**config.mk**
```make
export PLATFORM = sky130hd
export DESIGN_NAME = qrm_cell
export DESIGN_NICKNAME = d
export VERILOG_FILES = /design/src/qrm_pkg.sv /design/src/qrm_cell.sv
export SDC_FILE = /design/constraint.sdc
export NUM_CORES = 1
export LEC_CHECK = 0
export BUFFER_PORTS_ARGS = -buffer_cell sky130_fd_sc_hd__buf_2
export CAP_MARGIN = 20
export CORE_UTILIZATION = 46
export CTS_CLUSTER_DIAMETER = 30
export DETAILED_ROUTE_END_ITERATION = 6
export PLACE_DENSITY = 0.91
export SYNTH_ARGS = -nofsm -noshare
export SYNTH_HDL_FRONTEND = slang
export SYNTH_SLANG_ARGS = --single-unit
```
**constraint.sdc**
```tcl
create_clock -name i_clk -period 4.2 [get_ports i_clk]
set_input_delay 0.42 -clock i_clk [delete_from_list [all_inputs] [get_ports i_clk]]
set_output_delay 0.42 -clock i_clk [all_outputs]
set_load 0.01 [all_outputs]
```
**src/qrm_pkg.sv**
```systemverilog
// ----------------------------------------------------------------------------
// Quantile rank table package
// Shared types and constants for the quantile rank and mean table core.
// ----------------------------------------------------------------------------
package qrm_pkg;

    localparam int SUM_WIDTH = 48;
    localparam int IN_TDATA_WIDTH = 40;
    localparam int OUT_TDATA_WIDTH = 72;

    localparam logic CMD_LOAD = 1'b0;
    localparam logic CMD_QUERY = 1'b1;

    localparam logic REG_NORMALIZE = 1'b0;
    localparam logic REG_ACCUMULATE = 1'b1;

    typedef struct packed {
        logic ins;
        logic rot;
        logic shd;
    } t_cell_ctl;

endpackage

```
**src/qrm_cell.sv**
```systemverilog
// ----------------------------------------------------------------------------
// Sorter cell
// One entry of the sorted chain: inserts, rotates upward or shifts downward.
// ----------------------------------------------------------------------------
module qrm_cell import qrm_pkg::*; #(
    parameter int VW = 32,
    parameter int IW = 16,
    parameter int PW = 6
) (
    input  logic          i_clk,
    input  logic          i_rst_n,
    input  t_cell_ctl     i_ctl,
    input  logic [VW-1:0] i_ins_val,
    input  logic [IW-1:0] i_ins_idx,
    input  logic          i_prev_vld,
    input  logic          i_prev_gt,
    input  logic [VW-1:0] i_prev_val,
    input  logic [IW-1:0] i_prev_idx,
    input  logic [PW-1:0] i_prev_tag,
    input  logic          i_next_vld,
    input  logic [VW-1:0] i_next_val,
    input  logic [IW-1:0] i_next_idx,
    input  logic [PW-1:0] i_next_tag,
    output logic          o_vld,
    output logic [VW-1:0] o_val,
    output logic [IW-1:0] o_idx,
    output logic [PW-1:0] o_tag,
    output logic          o_gt
);

    logic          r_vld;
    logic [VW-1:0] r_val;
    logic [IW-1:0] r_idx;
    logic [PW-1:0] r_tag;
    logic          take_new;

    assign o_gt = r_vld && (r_val > i_ins_val);
    assign take_new = o_gt || (!r_vld && i_prev_vld);

    always_ff @(posedge i_clk) begin
        if (!i_rst_n) begin
            r_vld <= 1'b0;
        end else if (i_ctl.ins) begin
            if (i_prev_gt || take_new) begin
                r_vld <= 1'b1;
            end
        end else if (i_ctl.rot) begin
            r_vld <= i_prev_vld;
        end else if (i_ctl.shd) begin
            r_vld <= i_next_vld;
        end
    end

    always_ff @(posedge i_clk) begin
        if (i_ctl.ins) begin
            if (i_prev_gt) begin
                r_val <= i_prev_val;
                r_idx <= i_prev_idx;
            end else if (take_new) begin
                r_val <= i_ins_val;
                r_idx <= i_ins_idx;
            end
        end else if (i_ctl.rot) begin
            r_val <= i_prev_val;
            r_idx <= i_prev_idx;
            r_tag <= i_prev_tag;
        end else if (i_ctl.shd) begin
            r_val <= i_next_val;
            r_idx <= i_next_idx;
            r_tag <= i_next_tag;
        end
    end

    assign o_vld = r_vld;
    assign o_val = r_val;
    assign o_idx = r_idx;
    assign o_tag = r_tag;

endmodule

```
==> impl_metrics.prom <==
# TYPE chip_impl_metric gauge
chip_impl_info{name="crit_chain",value="ha_1 > a21oi_2 > o21ai_1 > a221oi_2 > nor3_1 > or4_1 > and3_2 > buf_2"} 1
chip_impl_metric{name="critPathArrivalTime",unit="ns"} 2.54
chip_impl_metric{name="dr.pass1.iters",unit=""} 4
chip_impl_info{name="worst_setup_path_startpoint",value="o_val[7]$_DFFE_PP_"} 1
chip_impl_metric{name="design.core.area",unit="sq mm"} 0.008678
chip_impl_metric{name="max-slew-margin-rel",unit="%"} 31.24
chip_impl_metric{name="dp_hpwl",unit="um"} 8421
chip_impl_metric{name="postSynthRegisterBits",unit=""} 55
chip_impl_metric{name="fin_skew",unit="ns"} 0.009196
chip_impl_metric{name="ir_worst_vdd",unit="uV"} 138.0
chip_impl_metric{name="grt.overflow.total",unit=""} 0
chip_impl_info{name="clock_tree_from_tritoncts",value="done"} 1
chip_impl_metric{name="die_footprint",unit="sq mm"} 0.009270
chip_impl_metric{name="finalMaxSlewViolations",unit=""} 0
chip_impl_metric{name="grt_max_degree",unit=""} 104
chip_impl_info{name="clock_tree.root_cell",value="sky130_fd_sc_hd__clkbuf_8"} 1
chip_impl_metric{name="fraction_of_layout_cells_with_a_size_suffix_above_1",unit="%"} 39.41
chip_impl_info{name="netlist_top_cells_count",value="sky130_fd_sc_hd__a21oi_1 (57), sky130_fd_sc_hd__edfxtp_1 (54), sky130_fd_sc_hd__nor2b_1 (51)"} 1
chip_impl_info{name="synth_area_leaders",value="sky130_fd_sc_hd__edfxtp_1 (40%), sky130_fd_sc_hd__mux2i_1 (12%), sky130_fd_sc_hd__ha_1 (9.8%)"} 1
chip_impl_info{name="cell_family_with_the_largest_share_of_critical_path_delay",value="simple AND/OR/NAND/NOR gates"} 1
chip_impl_metric{name="clk_latency",unit="ns"} 0.30
chip_impl_info{name="most_instantiated_flip_flop_cell_in_the_synthesis_netlist",value="sky130_fd_sc_hd__edfxtp_1"} 1
chip_impl_metric{name="synthToLayoutAreaGrowth",unit="%"} 30.60
chip_impl_info{name="synth_top_family_by_area",value="compound AO/OA/AOI/OAI gates"} 1
chip_impl_metric{name="timing.final.crit_share",unit="%"} 70.47
chip_impl_info{name="result_of_the_run",value="finished clean"} 1
chip_impl_metric{name="asyncSetResetFlopFracSynth",unit="%"} 0
chip_impl_metric{name="cts-htree-levels",unit=""} 2
chip_impl_metric{name="tritoncts_num_sinks",unit=""} 55
chip_impl_metric{name="final_core_utilization",unit="%"} 61.53
chip_impl_metric{name="clkPwrFrac",unit="%"} 19.7
chip_impl_metric{name="n_antenna_cell",unit=""} 0
chip_impl_metric{name="placement.cell_area",unit="sq mm"} 0.005240
chip_impl_metric{name="timing.fmax",unit="MHz"} 337.9
chip_impl_metric{name="max_slew.worst_pin.slew",unit="ns"} 1.031
chip_impl_metric{name="cp.depth",unit=""} 8
chip_impl_metric{name="num_vias",unit=""} 3880
chip_impl_metric{name="ys_seq_area_share",unit="%"} 40.15
chip_impl_info{name="timing.setup.critical_path_class",value="reg2out"} 1
chip_impl_metric{name="drv_cap",unit=""} 0
chip_impl_metric{name="seqPwrFrac",unit="%"} 48.7
chip_impl_metric{name="number_of_global_route_vias_before_repair",unit=""} 3512
chip_impl_metric{name="post_route_setup_tns",unit="ns"} 0
chip_impl_metric{name="synth_top_cell_area_share",unit="%"} 39.66
chip_impl_metric{name="stdcell_area",unit="sq mm"} 0.005340
chip_impl_metric{name="ant_nets",unit=""} 0
chip_impl_metric{name="path_clk_slew",unit="ns"} 0.10
chip_impl_metric{name="drt-total-wl",unit="um"} 10980
chip_impl_metric{name="netlist-cell-type-count",unit=""} 33
chip_impl_metric{name="die_y",unit="um"} 96.28
chip_impl_info{name="timing.hold.worst.start",value="i_rst_n"} 1
chip_impl_metric{name="core.rowCount",unit=""} 34
chip_impl_metric{name="antenna_found_initial",unit=""} 0
chip_impl_metric{name="worstRegToRegCells",unit=""} 8
chip_impl_metric{name="power.static_leakage",unit="nW"} 2.540
chip_impl_metric{name="pre_cts_ws",unit="ns"} 1.044
chip_impl_metric{name="cts.repair.resized",unit=""} 0
chip_impl_metric{name="critical_path_buf_inv_count",unit=""} 1
chip_impl_metric{name="finalHoldWorstSlack",unit="ns"} 0.3487
chip_impl_metric{name="worst_hold_path.num_cells",unit=""} 2
chip_impl_metric{name="drt_first_iter_violations",unit=""} 94
chip_impl_metric{name="nNetsFinal",unit=""} 804
chip_impl_metric{name="synth-xor-area-share",unit="%"} 0
chip_impl_metric{name="final_period_demand_of_the_worst_path",unit="ns"} 2.960
chip_impl_metric{name="fin_cells",unit=""} 717
chip_impl_metric{name="chipWidth",unit="um"} 96.28
chip_impl_metric{name="gr-usage-all-layers",unit="%"} 22.10
chip_impl_metric{name="p_comb_share",unit="%"} 31.6
chip_impl_metric{name="count_of_boundary_i_o_pins",unit=""} 220
chip_impl_metric{name="synthMuxAreaShare",unit="%"} 13.65
chip_impl_metric{name="synth_compound_area_share",unit="%"} 19.49
chip_impl_metric{name="placedCellCount",unit=""} 708
chip_impl_metric{name="cts-hold-fix-buffers",unit=""} 0
chip_impl_metric{name="cts.repair_timing.setup_buffer_count",unit=""} 0
chip_impl_info{name="synthMostInstantiatedCell",value="sky130_fd_sc_hd__a21oi_1"} 1
chip_impl_metric{name="wire_per_inst",unit="um"} 15.32
chip_impl_metric{name="finalPower",unit="mW"} 1.454
chip_impl_metric{name="ys_warn_count",unit=""} 0
chip_impl_metric{name="power.share.switching",unit="%"} 30.69
chip_impl_info{name="reg2reg_to",value="o_val[29]$_DFFE_PP_"} 1
chip_impl_metric{name="syn_area_per_cell",unit="sq um"} 10.07
chip_impl_metric{name="place.port_buffers",unit=""} 219
chip_impl_metric{name="yosys.area_share.simple",unit="%"} 11.29
chip_impl_metric{name="cts_max_path_buffers",unit=""} 2
chip_impl_metric{name="crit_path_max_fanout",unit=""} 3
chip_impl_metric{name="cellInternalPower",unit="mW"} 1.008
chip_impl_metric{name="powerDensity",unit="mW/mm^2"} 272.2
chip_impl_info{name="synth_area_leader_cell",value="sky130_fd_sc_hd__edfxtp_1"} 1
chip_impl_info{name="hold_path.class",value="in2reg"} 1
chip_impl_metric{name="setup-violations-final",unit=""} 0
chip_impl_info{name="setup.worst_path.start_class",value="register"} 1
chip_impl_metric{name="syn-instance-count",unit=""} 406
chip_impl_metric{name="vias_per_cell",unit=""} 5.411
chip_impl_metric{name="synth_nets",unit=""} 602
chip_impl_info{name="crit-reg2reg-launch",value="o_val[7]$_DFFE_PP_"} 1
chip_impl_metric{name="synth_edf_count",unit=""} 54
chip_impl_metric{name="remaining_drc_errors",unit=""} 0
chip_impl_metric{name="netSwitchingPower",unit="mW"} 0.4462
chip_impl_metric{name="filler_cell_count",unit=""} 721
chip_impl_metric{name="critical_path.max_stage_delay",unit="ns"} 0.52
chip_impl_metric{name="gp_routability_congestion",unit=""} 0.7762
chip_impl_metric{name="critPathRequiredTime",unit="ns"} 3.78
chip_impl_metric{name="start_util",unit="%"} 47.12
chip_impl_metric{name="synthAdderAreaFrac",unit="%"} 9.792
chip_impl_info{name="unrepaired_setup_endpoints_after_global_routing",value="no"} 1
chip_impl_info{name="cp_slowest_cell",value="sky130_fd_sc_hd__or4_1"} 1
chip_impl_metric{name="grt_first_pass_wirelength",unit="um"} 15750
chip_impl_info{name="min_delay_worst_endpoint",value="o_vld$_SDFFE_PN0P_"} 1
chip_impl_metric{name="worst_slack",unit="ns"} 1.240
chip_impl_metric{name="final-hold-violation-count",unit=""} 0
chip_impl_metric{name="regToRegSetupSlack",unit="ns"} 1.37
chip_impl_info{name="critPathCaptureType",value="output port"} 1
chip_impl_metric{name="cts-buffers-inserted",unit=""} 5
chip_impl_metric{name="mappedNetlistArea",unit="sq mm"} 0.004089
-- flip-flops by register name, indices dropped and copies added, names as in the netlist --
signal,cells
o_vld,1
o_val,32
o_tag,6
o_idx,16
-- worst max-delay path by stage --
stage | to | slack, ns
final | o_gt | 1.24
after global routing | o_gt | 1.11
after CTS | o_idx[15]$_DFFE_PP_ | 1.18
after detailed placement | o_idx[7]$_DFFE_PP_ | 1.04
after global placement | o_idx[5]$_DFFE_PP_ | 1.09
after floorplan | o_idx[0]$_DFFE_PP_ | 1.13
-- cells in the final DEF (no fill, tap or decap), drive strengths merged --
master  synthesis  routed
clkinv          0       2
nand2           7       7
o311a           1       1
a21boi          1       1
nor3            1       1
ha             32      32
o21a            1       1
nand4           7       7
a41o            1       1
dfxtp           1       1
o211ai          2       2
mux2i          49      49
a221oi          1       1
and4            1       1
o21ai           6       6
buf             8     223
edfxtp         54      54
inv            33      33
a21oi          59      59
clkbuf         20       6
and3            1       1
a211oi         50      50
nor2b          51      51
o21bai          1       1
nor4            1       1
a2111o          1       1
or4             1       1
nand3           3       3
nor2            6       6
mux2            6       6
-- worst register-to-register path: stages (launching register included) --
cell and delay [ns]:
sky130_fd_sc_hd__edfxtp_1 0.41, sky130_fd_sc_hd__ha_1 0.34, sky130_fd_sc_hd__a21oi_2 0.14, sky130_fd_sc_hd__o21ai_1 0.10, sky130_fd_sc_hd__a221oi_2 0.29, sky130_fd_sc_hd__nor3_1 0.09
sky130_fd_sc_hd__or4_1 0.52, sky130_fd_sc_hd__a41o_2 0.44, sky130_fd_sc_hd__buf_12 0.25
-- area by class of cell --
| cell class | instances | area (sq um) | share of cell area (%) |
|---|---|---|---|
| clock inverter | 2 | 7.507 | 0.1406 |
| timing repair buffer | 223 | 1141 | 21.37 |
| tap | 108 | 135.1 | 2.530 |
| sequential | 55 | 1642 | 30.74 |
| clock buffer | 6 | 72.57 | 1.359 |
| multi-input combinational | 290 | 2218 | 41.54 |
| inverter | 33 | 123.9 | 2.320 |
-- kinds of logic (layout without fill, tap and decap cells) --
family,Yosys count,in the layout
AOI/OAI and AO/OA,124,124
buffers and inverters,61,264
adders and majority gates,32,32
muxes,55,55
and+or+nand+nor,79,79
DFF,55,55
-- routing by layer --
layer	wire length [um]	part of all wire, %	GRT usage, %	vias to the layer above
met5	0	0	0	-
met4	257	2.3	8.706	0
met3	606	5.5	3.949	24
met2	5895	54	42.79	151
met1	4224	38	23.32	1769
li1	-	-	-	1936
-- power groups by stage --
stage	clock network (mW)	logic (mW)	registers (mW)
5_1_grt	0.306	0.509	0.715
4_1_cts	0.293	0.457	0.710
2_1_floorplan	0	0.225	0.750
3_3_place_gp	0	0.433	0.719
3_5_place_dp	0	0.455	0.722
6_report	0.286	0.460	0.708
Note: power is estimated with default switching activity, not from simulation.
